File: src/rtl/rbfp_pkg.sv
// Shared types, codes and constants of the rectangle blit frame parser.
package rbfp_pkg;

  localparam int COORD_BITS   = 12;
  localparam int HEADER_BYTES = 16;
  localparam int HDR_IDX_BITS = $clog2(HEADER_BYTES);

  localparam logic [31:0] MIN_FRAME_BYTES = 32'd16;

  localparam logic [11:0] RST_SCREEN_WIDTH     = 12'd320;
  localparam logic [11:0] RST_SCREEN_HEIGHT    = 12'd240;
  localparam logic [20:0] RST_MAX_FRAME_BYTES  = 21'd524288;
  localparam logic [7:0]  RST_EXPECTED_VERSION = 8'd1;
  localparam logic [7:0]  RST_EXPECTED_KIND    = 8'd1;

  typedef enum logic [1:0] {
    EV_PIXEL = 2'd0,
    EV_DONE  = 2'd1,
    EV_ERROR = 2'd2
  } event_kind_t;

  typedef enum logic [2:0] {
    ST_OK              = 3'd0,
    ST_BAD_LENGTH      = 3'd1,
    ST_BAD_HEADER      = 3'd2,
    ST_BAD_RECT        = 3'd3,
    ST_LENGTH_MISMATCH = 3'd4
  } status_t;

  typedef enum logic [2:0] {
    REG_SCREEN_WIDTH     = 3'd0,
    REG_SCREEN_HEIGHT    = 3'd1,
    REG_MAX_FRAME_BYTES  = 3'd2,
    REG_EXPECTED_VERSION = 3'd3,
    REG_EXPECTED_KIND    = 3'd4
  } reg_index_t;

  typedef struct packed {
    logic [11:0] screen_width;
    logic [11:0] screen_height;
    logic [20:0] max_frame_bytes;
    logic [7:0]  expected_version;
    logic [7:0]  expected_kind;
  } cfg_t;

  typedef struct packed {
    logic                  has_result;
    event_kind_t           kind;
    logic [COORD_BITS-1:0] x;
    logic [COORD_BITS-1:0] y;
    logic [15:0]           color;
    status_t               status;
  } result_t;

endpackage

File: src/rtl/rbfp_cfg_regs.sv
// Configuration register file of the rectangle blit frame parser.
module rbfp_cfg_regs (
  input  logic                clk,
  input  logic                rst,
  input  logic                cfg_valid,
  input  logic [2:0]          cfg_index,
  input  logic [20:0]         cfg_data,
  output rbfp_pkg::cfg_t      cfg
);
  import rbfp_pkg::*;

  always_ff @(posedge clk) begin
    if (rst) begin
      cfg.screen_width     <= RST_SCREEN_WIDTH;
      cfg.screen_height    <= RST_SCREEN_HEIGHT;
      cfg.max_frame_bytes  <= RST_MAX_FRAME_BYTES;
      cfg.expected_version <= RST_EXPECTED_VERSION;
      cfg.expected_kind    <= RST_EXPECTED_KIND;
    end else if (cfg_valid) begin
      case (reg_index_t'(cfg_index))
        REG_SCREEN_WIDTH:     cfg.screen_width     <= cfg_data[11:0];
        REG_SCREEN_HEIGHT:    cfg.screen_height    <= cfg_data[11:0];
        REG_MAX_FRAME_BYTES:  cfg.max_frame_bytes  <= cfg_data;
        REG_EXPECTED_VERSION: cfg.expected_version <= cfg_data[7:0];
        REG_EXPECTED_KIND:    cfg.expected_kind    <= cfg_data[7:0];
        default: ;
      endcase
    end
  end

endmodule

File: src/rtl/rbfp_parse_core.sv
// Frame parsing state and the combinational step logic for one stream byte.
module rbfp_parse_core (
  input  logic              clk,
  input  logic              rst,
  input  logic              step,
  input  logic [7:0]        data_byte,
  input  rbfp_pkg::cfg_t    cfg,
  output rbfp_pkg::result_t res
);
  import rbfp_pkg::*;

  typedef enum logic [1:0] {
    PH_LENGTH = 2'd0,
    PH_HEADER = 2'd1,
    PH_PIXELS = 2'd2
  } phase_t;

  localparam logic [HDR_IDX_BITS-1:0] IDX_VERSION = HDR_IDX_BITS'(0);
  localparam logic [HDR_IDX_BITS-1:0] IDX_KIND    = HDR_IDX_BITS'(1);
  localparam logic [HDR_IDX_BITS-1:0] IDX_X_HI    = HDR_IDX_BITS'(8);
  localparam logic [HDR_IDX_BITS-1:0] IDX_X_LO    = HDR_IDX_BITS'(9);
  localparam logic [HDR_IDX_BITS-1:0] IDX_Y_HI    = HDR_IDX_BITS'(10);
  localparam logic [HDR_IDX_BITS-1:0] IDX_Y_LO    = HDR_IDX_BITS'(11);
  localparam logic [HDR_IDX_BITS-1:0] IDX_W_HI    = HDR_IDX_BITS'(12);
  localparam logic [HDR_IDX_BITS-1:0] IDX_W_LO    = HDR_IDX_BITS'(13);
  localparam logic [HDR_IDX_BITS-1:0] IDX_H_HI    = HDR_IDX_BITS'(14);
  localparam logic [HDR_IDX_BITS-1:0] IDX_H_LO    = HDR_IDX_BITS'(15);
  localparam logic [HDR_IDX_BITS-1:0] IDX_LEN_END = HDR_IDX_BITS'(3);

  phase_t                  phase, phase_next;
  logic [HDR_IDX_BITS-1:0] byte_index, byte_index_next;
  logic [31:0]             frame_length, frame_length_next;
  logic [15:0]             rect_x, rect_x_next, rect_y, rect_y_next;
  logic [15:0]             rect_w, rect_w_next, rect_h, rect_h_next;
  logic [11:0]             column_count, column_count_next;
  logic [11:0]             row_count, row_count_next;
  logic [7:0]              high_byte_hold, high_byte_hold_next;
  logic                    error_latched, error_latched_next;
  logic                    header_bad, header_bad_next;
  logic [23:0]             area_hi, area_hi_next;
  logic                    length_exact, length_exact_next;

  // The area w*h is built from two 16x8 products: the high byte of h at
  // header byte 14, the low byte at header byte 15.
  logic [23:0] w_by_byte;
  logic [31:0] area;
  logic [33:0] need_bytes;
  logic [31:0] length_shift;
  logic [15:0] h_full;
  logic [12:0] col_inc, row_inc;

  assign w_by_byte    = {8'd0, rect_w} * {16'd0, data_byte};
  assign area         = {area_hi, 8'd0} + {8'd0, w_by_byte};
  assign need_bytes   = {2'd0, MIN_FRAME_BYTES} + {1'b0, area, 1'b0};
  assign length_shift = {frame_length[23:0], data_byte};
  assign h_full       = {rect_h[7:0], data_byte};
  assign col_inc      = {1'b0, column_count} + 13'd1;
  assign row_inc      = {1'b0, row_count} + 13'd1;

  always_comb begin
    phase_next          = phase;
    byte_index_next     = byte_index;
    frame_length_next   = frame_length;
    rect_x_next         = rect_x;
    rect_y_next         = rect_y;
    rect_w_next         = rect_w;
    rect_h_next         = rect_h;
    column_count_next   = column_count;
    row_count_next      = row_count;
    high_byte_hold_next = high_byte_hold;
    error_latched_next  = error_latched;
    header_bad_next     = header_bad;
    area_hi_next        = area_hi;
    length_exact_next   = length_exact;
    res                 = '0;
    res.kind            = EV_PIXEL;
    res.status          = ST_OK;

    if (!error_latched) begin
      case (phase)
        PH_LENGTH: begin
          frame_length_next = length_shift;
          if (byte_index == IDX_LEN_END) begin
            byte_index_next = '0;
            if (length_shift < MIN_FRAME_BYTES ||
                length_shift > {11'd0, cfg.max_frame_bytes}) begin
              error_latched_next = 1'b1;
              res.has_result     = 1'b1;
              res.kind           = EV_ERROR;
              res.status         = ST_BAD_LENGTH;
            end else begin
              phase_next      = PH_HEADER;
              header_bad_next = 1'b0;
              rect_x_next     = '0;
              rect_y_next     = '0;
              rect_w_next     = '0;
              rect_h_next     = '0;
            end
          end else begin
            byte_index_next = byte_index + 1'b1;
          end
        end

        PH_HEADER: begin
          if (byte_index == IDX_VERSION && data_byte != cfg.expected_version) begin
            header_bad_next = 1'b1;
          end
          if (byte_index == IDX_KIND && data_byte != cfg.expected_kind) begin
            header_bad_next = 1'b1;
          end
          if (byte_index == IDX_X_HI || byte_index == IDX_X_LO) begin
            rect_x_next = {rect_x[7:0], data_byte};
          end
          if (byte_index == IDX_Y_HI || byte_index == IDX_Y_LO) begin
            rect_y_next = {rect_y[7:0], data_byte};
          end
          if (byte_index == IDX_W_HI || byte_index == IDX_W_LO) begin
            rect_w_next = {rect_w[7:0], data_byte};
          end
          if (byte_index == IDX_H_HI || byte_index == IDX_H_LO) begin
            rect_h_next = h_full;
          end
          if (byte_index == IDX_H_HI) begin
            area_hi_next = w_by_byte;
          end
          byte_index_next = byte_index + 1'b1;
          if (byte_index == IDX_H_LO) begin
            byte_index_next = '0;
            if (header_bad) begin
              error_latched_next = 1'b1;
              res.has_result     = 1'b1;
              res.kind           = EV_ERROR;
              res.status         = ST_BAD_HEADER;
            end else if (rect_w == 16'd0 || h_full == 16'd0 ||
                         ({1'b0, rect_x} + {1'b0, rect_w}) >
                           {5'd0, cfg.screen_width} ||
                         ({1'b0, rect_y} + {1'b0, h_full}) >
                           {5'd0, cfg.screen_height} ||
                         {2'd0, frame_length} < need_bytes) begin
              error_latched_next = 1'b1;
              res.has_result     = 1'b1;
              res.kind           = EV_ERROR;
              res.status         = ST_BAD_RECT;
            end else begin
              phase_next        = PH_PIXELS;
              column_count_next = '0;
              row_count_next    = '0;
              length_exact_next = ({2'd0, frame_length} == need_bytes);
            end
          end
        end

        PH_PIXELS: begin
          if (byte_index == '0) begin
            high_byte_hold_next = data_byte;
            byte_index_next     = HDR_IDX_BITS'(1);
          end else begin
            byte_index_next   = '0;
            res.has_result    = 1'b1;
            res.x             = rect_x[COORD_BITS-1:0] + column_count;
            res.y             = rect_y[COORD_BITS-1:0] + row_count;
            res.color         = {high_byte_hold, data_byte};
            column_count_next = col_inc[11:0];
            if ({3'd0, col_inc} >= rect_w) begin
              column_count_next = '0;
              row_count_next    = row_inc[11:0];
              if ({3'd0, row_inc} >= rect_h) begin
                row_count_next = '0;
                if (!length_exact) begin
                  // Surplus bytes after the rectangle: report and stop.
                  error_latched_next = 1'b1;
                  res.kind           = EV_ERROR;
                  res.status         = ST_LENGTH_MISMATCH;
                end else begin
                  phase_next        = PH_LENGTH;
                  frame_length_next = '0;
                  res.kind          = EV_DONE;
                end
              end
            end
          end
        end

        default: begin
          phase_next = PH_LENGTH;
        end
      endcase
    end
  end

  always_ff @(posedge clk) begin
    if (rst) begin
      phase          <= PH_LENGTH;
      byte_index     <= '0;
      frame_length   <= '0;
      rect_x         <= '0;
      rect_y         <= '0;
      rect_w         <= '0;
      rect_h         <= '0;
      column_count   <= '0;
      row_count      <= '0;
      high_byte_hold <= '0;
      error_latched  <= 1'b0;
      header_bad     <= 1'b0;
      area_hi        <= '0;
      length_exact   <= 1'b0;
    end else if (step) begin
      phase          <= phase_next;
      byte_index     <= byte_index_next;
      frame_length   <= frame_length_next;
      rect_x         <= rect_x_next;
      rect_y         <= rect_y_next;
      rect_w         <= rect_w_next;
      rect_h         <= rect_h_next;
      column_count   <= column_count_next;
      row_count      <= row_count_next;
      high_byte_hold <= high_byte_hold_next;
      error_latched  <= error_latched_next;
      header_bad     <= header_bad_next;
      area_hi        <= area_hi_next;
      length_exact   <= length_exact_next;
    end
  end

endmodule

File: src/rtl/rect_blit_frame_parser.sv
// Top level of the rectangle blit frame parser: input and result registers.
//
// Bytes of framed rectangle updates arrive on the byte channel (byte_valid,
// byte_ready, data_byte), one byte per transfer. A frame is a big-endian
// length word, a sixteen-byte header and the RGB565 pixels of the rectangle.
// Every pixel gives one transfer on the event channel (event_valid,
// event_ready) with its screen coordinates and color; the last pixel of a
// frame is reported as frame done or as a length mismatch. A length, header
// or rectangle error gives one error event, after which every further byte
// is swallowed until reset. The configuration channel (cfg_valid, cfg_ready,
// cfg_index, cfg_data) writes the screen size, the largest frame length and
// the expected version and kind bytes; cfg_ready is always high.
// Throughput is one byte per cycle. The event a byte causes passes through the
// input register and the result register before it is offered. When the
// receiver stalls, the result register holds its event
// and bytes that produce no event keep flowing; the byte channel stalls only
// when a new event would have nowhere to go. Synchronous reset restores the
// default configuration, empties both registers and makes the parser expect
// a length word.
module rect_blit_frame_parser (
  input  logic                          clk,
  input  logic                          rst,
  input  logic                          byte_valid,
  output logic                          byte_ready,
  input  logic [7:0]                    data_byte,
  output logic                          event_valid,
  input  logic                          event_ready,
  output logic [1:0]                    event_kind,
  output logic [rbfp_pkg::COORD_BITS-1:0] pixel_x,
  output logic [rbfp_pkg::COORD_BITS-1:0] pixel_y,
  output logic [15:0]                   pixel_color,
  output logic [2:0]                    status_code,
  input  logic                          cfg_valid,
  output logic                          cfg_ready,
  input  logic [2:0]                    cfg_index,
  input  logic [20:0]                   cfg_data
);
  import rbfp_pkg::*;

  cfg_t    cfg;
  result_t res;

  // Input register: holds one accepted byte until the parser steps on it.
  logic       byte_held;
  logic [7:0] byte_q;
  logic       advance;

  // The held byte moves on when its event, if any, has room in the
  // result register.
  assign advance    = byte_held && (!res.has_result || !event_valid || event_ready);
  assign byte_ready = !byte_held || advance;
  assign cfg_ready  = 1'b1;

  rbfp_cfg_regs u_cfg (
    .clk       (clk),
    .rst       (rst),
    .cfg_valid (cfg_valid),
    .cfg_index (cfg_index),
    .cfg_data  (cfg_data),
    .cfg       (cfg)
  );

  rbfp_parse_core u_core (
    .clk       (clk),
    .rst       (rst),
    .step      (advance),
    .data_byte (byte_q),
    .cfg       (cfg),
    .res       (res)
  );

  always_ff @(posedge clk) begin
    if (rst) begin
      byte_held <= 1'b0;
    end else if (byte_valid && byte_ready) begin
      byte_held <= 1'b1;
    end else if (advance) begin
      byte_held <= 1'b0;
    end
  end

  always_ff @(posedge clk) begin
    if (byte_valid && byte_ready) begin
      byte_q <= data_byte;
    end
  end

  // Result register.
  always_ff @(posedge clk) begin
    if (rst) begin
      event_valid <= 1'b0;
    end else if (advance && res.has_result) begin
      event_valid <= 1'b1;
    end else if (event_ready) begin
      event_valid <= 1'b0;
    end
  end

  always_ff @(posedge clk) begin
    if (advance && res.has_result) begin
      event_kind  <= res.kind;
      pixel_x     <= res.x;
      pixel_y     <= res.y;
      pixel_color <= res.color;
      status_code <= res.status;
    end
  end

  // Once an error event has been produced, the parser produces nothing more.
  assert property (@(posedge clk) disable iff (rst)
    (advance && res.has_result && res.kind == EV_ERROR) |=> !res.has_result)
    else $error("parser produced an event after a latched error");

  // Pixel and frame done events always carry the ok status.
  assert property (@(posedge clk) disable iff (rst)
    (event_valid && (event_kind == EV_PIXEL || event_kind == EV_DONE))
      |-> (status_code == ST_OK))
    else $error("non-error event with a failure status");

  // A held byte that cannot step stays in the input register unchanged.
  assert property (@(posedge clk) disable iff (rst)
    (byte_held && !advance) |=> (byte_held && $stable(byte_q)))
    else $error("input register lost a byte that had not been parsed");

  // Reset empties the result register.
  assert property (@(posedge clk) disable iff (rst) $past(rst) |-> !event_valid)
    else $error("event offered right after reset");

endmodule

File: config.mk
export PLATFORM = sky130hd
export DESIGN_NAME = rect_blit_frame_parser
export DESIGN_NICKNAME = d
export VERILOG_FILES = /design/src/rtl/rbfp_pkg.sv /design/src/rtl/rbfp_cfg_regs.sv /design/src/rtl/rbfp_parse_core.sv /design/src/rtl/rect_blit_frame_parser.sv
export SDC_FILE = /design/constraint.sdc
export NUM_CORES = 1
export LEC_CHECK = 0
export BUFFER_PORTS_ARGS = -buffer_cell sky130_fd_sc_hd__buf_2
export CAP_MARGIN = 20
export CORE_ASPECT_RATIO = 0.5
export CORE_MARGIN = 2
export CORE_UTILIZATION = 55
export DETAILED_ROUTE_END_ITERATION = 6
export PLACE_DENSITY = 0.8
export SYNTH_ARGS = -nofsm -noshare
export SYNTH_HDL_FRONTEND = slang
export SYNTH_HIERARCHICAL = 1
export SYNTH_SLANG_ARGS = --single-unit
File: constraint.sdc
create_clock -name clk -period 26 [get_ports clk]
set_clock_uncertainty 0.1 [all_clocks]
set_input_delay 0 -clock clk [delete_from_list [all_inputs] [get_ports clk]]
set_output_delay 0 -clock clk [all_outputs]
set_load 0.1 [all_outputs]
Word level (Yosys, flattened, before mapping) --
Index checks and enable logic that the tools add are counted.
Word-level totals: register bits 277, output and inout port bits 48, bits of input ports 37, word-level logic and storage cells 211
Cells by class: magnitude comparators 7, muxes and demuxes 80, reductions and logical operators 50, equal/unequal tests 33, bitwise gates (word level) 4, add/subtract/negate cells 9, multipliers 1
Operators with widths (count):
- $mux 32 | 4
- $pmux 16 s2 | 4
- $mux 12 | 8
- $mux 16 | 6
- $mux 46 | 2
- $pmux 32 s2 | 1
- $pmux 12 s2 | 2
- $mux 40 | 1
- $reduce_and 6->1 | 6
- $add 16x16->17 | 2
- $add 5x33->34 const A | 1
- $eq 32x34->1 | 1
- $gt 17x12->1 | 2
- $lt 32x34->1 | 1
- $mux 3 | 11
- $add 32x24->32 | 1
- $eq 4x4->1 const B | 8
- $ge 13x16->1 | 2
- $gt 32x21->1 | 1
- $logic_not 16->1 | 2
- $lt 32x5->1 const B | 1
- $add 12x1->13 const B | 2
- $mux 2 | 13
- $add 12x12->12 | 2
- 36 further kinds | 100

Logic depth before layout (Yosys ltp) --
Gate-level depths: netlist (run 1).
depth in word-level cells 17, depth in mapped cells 56, gate-level depth less buffers 52

Modules after synthesis --
The synthesis (run 1) kept the hierarchy.
By module, submodules not included:
- rbfp_parse_core | instances 1, area each 17530.6 um^2, sequential area each 3223.1 um^2, cells each 2246
- rbfp_cfg_regs | instances 1, area each 2503.7 um^2, sequential area each 1221.2 um^2, cells each 234
- rect_blit_frame_parser | instances 1, area each 1706.6 um^2, sequential area each 1631.6 um^2, cells each 67

Worst setup path before layout (run 1) --
Ideal clock, no wire load.
path type flip-flop to flip-flop, start register byte_q[4], end register event_kind[0], enable pin, data arrival time 11.313 ns, period minus slack after synthesis 11.860 ns, setup time 0.447 ns, slack 14.140 ns, stages on the path, launching flop included 46, required time 25.453 ns, buffers on the path 3, cells stage by stage edfxtp_1 clkbuf_1 buf_1 nand2_1 fa_1 inv_1 fa_1 fa_1 inv_1 fa_1 inv_1 ha_1 o21a_1 nor2_1 inv_1 a31oi_1 o211a_1 a21oi_1 (+10 left out) o31ai_1 nor3_1 o21ai_0 xor2_1 ha_1 a21oi_1 o21ai_0 a2111oi_0 o211ai_1 a21oi_1 nor4_1 nand3_1 nor3_1 mux2i_1 a31oi_1 a21boi_0 nand2_1 nor2_1
RTL lines:
- start: declaration | RTL line rect_blit_frame_parser.sv:45 | logic [7:0] byte_q;
- start signal: assignment | RTL line rect_blit_frame_parser.sv:84 | byte_q <= data_byte;
- end signal: assignment | RTL line rect_blit_frame_parser.sv:101 | event_kind <= res.kind;
- end: declaration | RTL line rect_blit_frame_parser.sv:28 | output logic [1:0] event_kind,

==> impl_results.rst, run 1 <==
.. list-table::
   :header-rows: 1

   * - Metric
     - Value
   * - Depth of the worst register-to-register path
     - 49
   * - Weighted congestion reported at the end of routability-driven placement
     - 0.983
   * - Pin count of the biggest net entering global routing
     - 126
   * - Clock insertion delay at the later pin of the skew report
     - 590 ps
   * - Number of register bits inferred by synthesis
     - roughly 280
   * - Effective utilization at floorplan
     - 55.9%
   * - Vias
     - 18972
   * - Number of buffers added for setup after CTS
     - 0
   * - Worst hold path type
     - in -> reg
   * - Slew margin rel.
     - just under 30%
   * - Crit share post-route
     - 49.5%
   * - Post-Synthesis Cell Area
     - 21700 sq um
   * - WS Path Type
     - reg -> reg
   * - RSZ-0062 raised after global routing
     - no
   * - Power per standard cell area
     - 39.8 nW/um^2
   * - Cell types with the largest area share after synthesis
     - dfxtp_1 (21%), ha_1 (13%), fa_1 (8.2%), edfxtp_1 (7.3%), a21oi_1 (4.7%)
   * - Clock tree from TritonCTS
     - done
   * - HPWL Detailed
     - 43.0 mm
   * - Remaining antenna violation count
     - 0
   * - Crit path arrival time
     - 13280 ps
   * - FP Rows
     - between 50 and 60
   * - Number of distinct standard cells referenced by the synthesized netlist
     - approximately 90
   * - Wire length after detailed routing
     - between 50 and 60 mm
   * - Overall overflow remaining after global route
     - 0
   * - Number of warnings printed during yosys synthesis
     - 6
   * - Worst Hold End
     - byte_q[0]
   * - Startpoint type of the worst setup path
     - flop
   * - Highest clock frequency the design can meet
     - 0.0777 GHz
   * - Hold path depth
     - 2
   * - Startpoint of the worst register-to-register path
     - byte_q[2]
   * - Average instance area after synthesis
     - 8.54 sq um
   * - Library cell contributing the largest single delay on the critical path
     - edfxtp_1
   * - Initial DRC count
     - 1902
   * - Register clock-pin slew on the reported worst setup and hold paths
     - roughly 70 ps
   * - Fin Setup TNS
     - 0 ps
   * - DR DRC count
     - 0
   * - Final Critical Period
     - 12880 ps
   * - Number of synthesized flops with an enable pin
     - 53
   * - Post-Synthesis Cells
     - between 2000 and 3000
   * - Horiz. Die Dim
     - approximately 290 um
   * - Antenna diodes
     - 0
   * - Worst slew pin tran
     - 1060 ps
   * - Instance area at placement
     - 22500 sq um
   * - Peak per-stage delay on the critical path
     - 1010 ps
   * - Most common library cells after synthesis
     - nand2_1 (233), ha_1 (227), dfxtp_1 (224)
   * - Fraction of registers with async set or reset after synthesis
     - 0%
   * - Number of pins with negative max-slew slack in the final report
     - 0
   * - Final nets
     - 2966
   * - Most common cell type on the critical path
     - a21oi_1
   * - Data required time at the worst endpoint
     - 26410 ps
   * - CTS sink count
     - approximately 280
   * - Overall die area
     - between 40000 and 50000 sq um
   * - P_leak
     - 10.3 nW
   * - Routed wirelength normalized by instance count
     - roughly 19 um
   * - Via count of the first global-routing pass
     - 18172
   * - Total iterations of the first detailed-routing run
     - 6
   * - Wire length of the first global-routing pass
     - between 90 and 100 mm
   * - H-tree lvl count
     - 1
   * - Largest fanout on the critical path
     - 25
   * - Maximum VDD drop
     - 0.0554 mV
   * - Count of buffers inserted at the top-level ports
     - 83
   * - Top cell type's share of synthesized area
     - 20.6%
   * - Number of buffers created by CTS
     - 27
   * - I/O pin count
     - 85
   * - Crit. End Element
     - flop
   * - Global routing usage summed across all routing layers
     - 28.6%
   * - Initial antenna violation count
     - 1
   * - Setup slack of the worst register-to-register path
     - 13120 ps
   * - Layout cell share with drive strength beyond 1
     - 6.91%
   * - DIE HEIGHT
     - 145 um
   * - Area leader, netlist
     - dfxtp_1
   * - Top_reg_cell synth
     - dfxtp_1
   * - Final instance area
     - 24000 sq um
   * - CTS max path bufs
     - 3
   * - Status
     - finished, final reports clean
   * - Mapped Nets
     - 2900
   * - Vias per Instance
     - 6.00
   * - Number of max-cap violations
     - 0
   * - Most frequent cell after synthesis
     - nand2_1
   * - Part of the Yosys area used for sequential elements
     - between 20 and 30%
   * - Area grow syn2layout
     - 10.2%
   * - Fin. Hold Viols
     - 0
   * - Capture point of the worst reg-to-reg path
     - u_core/column_count[3]
   * - CTS root buffer
     - clkbuf_16
   * - Final setup viols
     - 0
   * - Floorplan Core Area
     - 38900 sq um
   * - Hold path startpoint
     - data_byte[0]
[metal layers]
metal / part of all wire [%] / vias up / GRT usage (%)
met4: 3.5 / 4 / 9.70
met2: 45 / 853 / 47.6
met3: 9.0 / 166 / 5.19
li1: - / 8905 / -
met5: 0.032 / - / 0
met1: 42 / 9044 / 37.9
[cell usage in the layout, fill, tap and decap left out, types with 6 or more instances in the layout]
cell | synthesis | layout
ha_1 | 227 | 226
o21ai_0 | 70 | 70
mux2i_1 | 72 | 72
nor4_1 | 22 | 22
dlygate4sd3_1 | 0 | 43
nand3_1 | 76 | 76
dfxtp_1 | 224 | 224
o211ai_1 | 9 | 9
o21bai_1 | 19 | 19
edfxtp_1 | 53 | 53
a21o_1 | 47 | 47
buf_4 | 2 | 18
clkbuf_16 | 0 | 27
nor2_1 | 187 | 186
xor2_1 | 55 | 55
a22oi_1 | 34 | 34
or3_1 | 15 | 15
a21oi_1 | 203 | 203
xnor2_1 | 84 | 84
inv_1 | 218 | 218
and3_1 | 31 | 31
nor3_1 | 43 | 42
and2_1 | 125 | 125
nor3b_1 | 7 | 7
a211o_1 | 6 | 6
nand2_1 | 233 | 233
or2_2 | 6 | 6
nor2b_1 | 14 | 14
nand2b_1 | 91 | 91
o21a_1 | 14 | 14
nand4_1 | 38 | 38
a2111oi_0 | 6 | 6
a31oi_1 | 11 | 11
buf_2 | 10 | 83
or4_1 | 6 | 6
fa_1 | 89 | 89
a211oi_1 | 11 | 11
bufinv_16 | 0 | 6
o31ai_1 | 15 | 15
[worst max-delay path by stage]
stage               slack, ps  cells after the start      start                endpoint
floorplan               14140                     45  byte_q[4]           event_kind[0]
global placement        13770                     47  byte_q[2]     u_core/row_count[4]
detailed placement      13470                     49  byte_q[2]     u_core/row_count[2]
CTS                     13330                     49  byte_q[2]     u_core/row_count[2]
global route            11670                     49  byte_q[2]  u_core/column_count[8]
finish                  13120                     49  byte_q[2]  u_core/column_count[3]
[worst max-delay path, delay by kind of cell, from the launching register on]
kind,cells,cell delay [ps]
AO/OA/AOI/OAI,23,5060
AND/OR/NAND/NOR,11,2260
XOR/XNOR,2,390
buffers and inverters,4,230
adder cells (fa/ha/maj),7,3100
flip-flops,1,1010
multiplexers,2,650
[cell families after synthesis]
family | count (synthesis) | synth area share [%]
buf+inv | 327 | 5.84
xor+xnor | 139 | 5.60
flops | 277 | 27.9
other cells | 1 | 0.0172
mux | 74 | 3.44
simple gates | 922 | 21.5
compound gates | 491 | 14.4
fa+ha+maj | 316 | 21.3
[metrics by stage]
step / worst slack (ps) / total power [W] / instances / hold slack [ps] / utilization (%)
floorplan: 14140 / 0.000492 / 2547 / -30.9 / -
global placement: 13770 / 0.000511 / 3064 / 75.9 / 57.8
detailed placement: 13470 / 0.000512 / 3065 / 78.6 / 57.8
CTS: 13330 / 0.000953 / 3158 / 10.1 / 61.4
global route: 11670 / 0.000977 / 3164 / 36.8 / 61.6
finish: 13120 / 0.000954 / 3164 / 40.4 / 61.6
[power breakdown]
part | total (W) | switching, W | internal [W]
Clock | 0.000443 | 0.000187 | 0.000256
Sequential | 0.000447 | 0.00000640 | 0.000440
Combinational | 0.0000646 | 0.0000395 | 0.0000251
Total | 0.000954 | 0.000232 | 0.000722
[state kept, by name (all words and copies together) (netlist names), 16 cells and up]
register / cells
pixel_color: 16
u_core/area_hi: 24
u_core/rect_y: 16
u_core/rect_w: 16
u_core/rect_h: 16
u_core/frame_length: 32
u_cfg/cfg: 61
u_core/rect_x: 16
[cell type report]
type | instances | area [sq um]
Timing Repair Buffer | 146 | 1020
Tap cell | 530 | 663
Clock buffer | 32 | 708
Sequential cell | 277 | 6080
Inverter | 218 | 818
Fill cell | 3214 | 15000
Multi-Input combinational cell | 1943 | 14400
Clock inverter | 18 | 268
[repair_timing]
item                                   CTS  global route
hold buffers                            43             0
endpoints found under the hold margin  203             0
resized for setup                        0             0
(Power assumes the default switching activity.)
==> run 2, diff against run 1 <==
==> constraint.sdc (replaced) <==
create_clock -name clk -period 12.35 [get_ports clk]
set_clock_uncertainty 0.1 [all_clocks]
set_input_delay 0 -clock clk [delete_from_list [all_inputs] [get_ports clk]]
set_output_delay 0 -clock clk [all_outputs]
set_load 0.1 [all_outputs]
==> impl_results.rst, run 2 (synthesis gave the netlist of run 1 again) <==
.. list-table::
   :header-rows: 1

   * - Metric
     - Value
   * - Slew margin rel.
     - 24.4% (was 29.4%)
   * - Library cell contributing the largest single delay on the critical path
     - fa_1 (was edfxtp_1)
   * - Vias
     - 19048 (was 18972)
   * - Floorplan Core Area
     - 38900 sq um (unchanged)
   * - Via count of the first global-routing pass
     - 18146 (was 18172)
   * - Initial DRC count
     - 1788 (was 1902)
   * - CTS max path bufs
     - 3 (unchanged)
   * - Instance area at placement
     - 22700 sq um (was 22500 sq um)
   * - Final Critical Period
     - 11690 ps (was 12880 ps)
   * - Overall die area
     - 41200 sq um (unchanged)
   * - Fill cell count
     - 3159 (was 3214)
   * - Number of pins with negative max-slew slack in the final report
     - 0 (unchanged)
   * - DR DRC count
     - 0 (unchanged)
   * - Worst slew pin tran
     - 1130 ps (was 1060 ps)
   * - Non-filler cells, final
     - 3200 (was 3164)
   * - Fin Setup TNS
     - 0 ps (unchanged)
   * - Smallest setup slack after layout
     - 661 ps (was 13120 ps)
   * - Number of max-cap violations
     - 0 (unchanged)
   * - Final Util
     - 62.6% (was 61.6%)
   * - Crit share post-route
     - 94.7% (was 49.5%)
   * - Overall overflow remaining after global route
     - 0 (unchanged)
   * - CTS root buffer
     - clkbuf_16 (unchanged)
   * - I/O pin count
     - 85 (unchanged)
   * - Register ranked first by flip-flop count
     - u_cfg/cfg (unchanged)
   * - Power per standard cell area
     - 78.8 nW/um^2 (was 39.8 nW/um^2)
   * - Vias per Instance
     - 5.95 (was 6.00)
   * - Total iterations of the first detailed-routing run
     - 7 (was 6)
   * - Wire length of the first global-routing pass
     - 96.1 mm (was 95.3 mm)
   * - P_leak
     - 10.5 nW (was 10.3 nW)
   * - Max FFs per register
     - 61 (unchanged)
   * - HPWL Detailed
     - 44.2 mm (was 43.0 mm)
   * - FP Rows
     - 51 (unchanged)
   * - Routed wirelength normalized by instance count
     - 19.0 um (was 18.9 um)
   * - Clock insertion delay at the later pin of the skew report
     - 600 ps (was 590 ps)
   * - Placed insts
     - 3093 (was 3065)
   * - Pin count of the biggest net entering global routing
     - 97 (was 126)
   * - Count of buffers inserted at the top-level ports
     - 83 (unchanged)
   * - Horiz. Die Dim
     - 285 um (unchanged)
   * - Final nets
     - 3003 (was 2966)
   * - Area grow syn2layout
     - 12.0% (was 10.2%)
   * - Leading registers by flop count
     - u_cfg/cfg (61), u_core/frame_length (32), u_core/area_hi (24) (unchanged)
   * - Global routing usage summed across all routing layers
     - 28.9% (was 28.6%)
   * - Most frequent standard cell in the layout excluding fill and tap cells
     - nand2_1 (unchanged)
   * - WS Path Type
     - reg -> reg (unchanged)
   * - Data required time at the worst endpoint
     - 12770 ps (was 26410 ps)
   * - DIE HEIGHT
     - 145 um (unchanged)
   * - Final instance area
     - 24400 sq um (was 24000 sq um)
   * - Wire length after detailed routing
     - 60.8 mm (was 59.7 mm)
   * - Fin. Hold Viols
     - 0 (unchanged)
   * - Startpoint type of the worst setup path
     - flop (unchanged)
   * - Weighted congestion reported at the end of routability-driven placement
     - 1.01 (was 0.983)
   * - Initial antenna violation count
     - 1 (unchanged)
   * - Most used cells in the layout excluding fill and tap cells
     - nand2_1 (232), ha_1 (222), dfxtp_1 (221) (was nand2_1 (233), ha_1 (226), dfxtp_1 (224))
   * - Register clock-pin slew on the reported worst setup and hold paths
     - 70 ps (about the same)
   * - Clock tree from TritonCTS
     - done (unchanged)
   * - Crit path arrival time
     - 12110 ps (was 13280 ps)
   * - Remaining antenna violation count
     - 0 (unchanged)
   * - H-tree lvl count
     - 1 (unchanged)
   * - Highest clock frequency the design can meet
     - 0.0855 GHz (was 0.0777 GHz)
   * - Pre-CTS setup slack
     - -69.3 ps (was 13470 ps)
   * - Largest fanout on the critical path
     - 21 (was 25)
   * - Effective utilization at floorplan
     - 55.9% (unchanged)
   * - Status
     - finished, final reports clean (unchanged)
   * - Peak per-stage delay on the critical path
     - 570 ps (was 1010 ps)
   * - Maximum VDD drop
     - 0.0965 mV (was 0.0554 mV)
   * - Final setup viols
     - 0 (unchanged)
   * - Crit. End Element
     - flop (unchanged)
   * - Number of buffers created by CTS
     - 27 (unchanged)
   * - Layout cell share with drive strength beyond 1
     - 9.63% (was 6.91%)
   * - Worst hold path type
     - in -> reg (unchanged)
   * - CTS sink count
     - 277 (unchanged)
-- run 2: through the flow --
step           hold WS, ps  power, W
4_1_cts               55.7   0.00192
3_3_place_gp          80.0   0.00108
2_1_floorplan        -30.9   0.00104
6_report              88.7   0.00192
5_1_grt               74.4   0.00197
3_5_place_dp          80.3   0.00108
-- run 2: cell type report --
type / instances / area [sq um] / area share [%]
multi-input combinational: 1943 / 14600 / 60.0
clock buffer: 36 / 753 / 3.09
antenna: 1 / 2.50 / 0.0103
sequential: 277 / 6080 / 25.0
inverter: 218 / 818 / 3.36
clock inverter: 12 / 113 / 0.462
tap: 530 / 663 / 2.72
timing repair buffer: 183 / 1310 / 5.38
-- run 2: worst paths after layout --
kind / start / to / slack, ps / cells past startpoint
worst max-delay path: byte_q[6] / u_core/row_count[4] / 660 / 51
worst min-delay path: data_byte[0] / byte_q[0] / 90 / 2
worst max register to register: byte_q[6] / u_core/row_count[4] / 660 / 51
worst min register to register: u_core/rect_h[8] / u_core/rect_h[8] / 360 / 2
-- run 2: what timing repair did --
action	in CTS	in global routing
buffers inserted	4	6
endpoints found under the setup margin	68	160
resized for setup	1	46
endpoints found under the hold margin	153	0
pin swaps	0	6
hold buffers	45	0
-- run 2: power breakdown --
| group | total (W) | leakage (nW) | switching (W) | internal [W] |
|---|---|---|---|---|
| clock | 0.000837 | 0.429 | 0.000384 | 0.000453 |
| combinational | 0.000146 | 7.84 | 0.0000887 | 0.0000576 |
| sequential | 0.000937 | 2.20 | 0.00000977 | 0.000927 |
| total | 0.00192 | 10.5 | 0.000482 | 0.00144 |
-- run 2: layer usage --
| layer | track usage [%] | share of wire (%) | vias to the layer above |
|---|---|---|---|
| met2 | 47.9 | 46 | 797 |
| met1 | 39.3 | 44 | 9152 |
| li1 | - | - | 8955 |
| met4 | 8.76 | 2.8 | 0 |
| met5 | 0 | 0 | - |
| met3 | 4.45 | 7.7 | 144 |
-- run 2: critical path, delay by kind of cell (launching register included) --
kind | cells | cell delay (ps)
and+or+nand+nor | 15 | 2920
buffers and inverters | 5 | 540
DFF | 1 | 500
AOI/OAI and AO/OA | 20 | 3610
xor gates and xnor gates | 2 | 350
muxes | 2 | 410
adders and majority gates | 7 | 3170
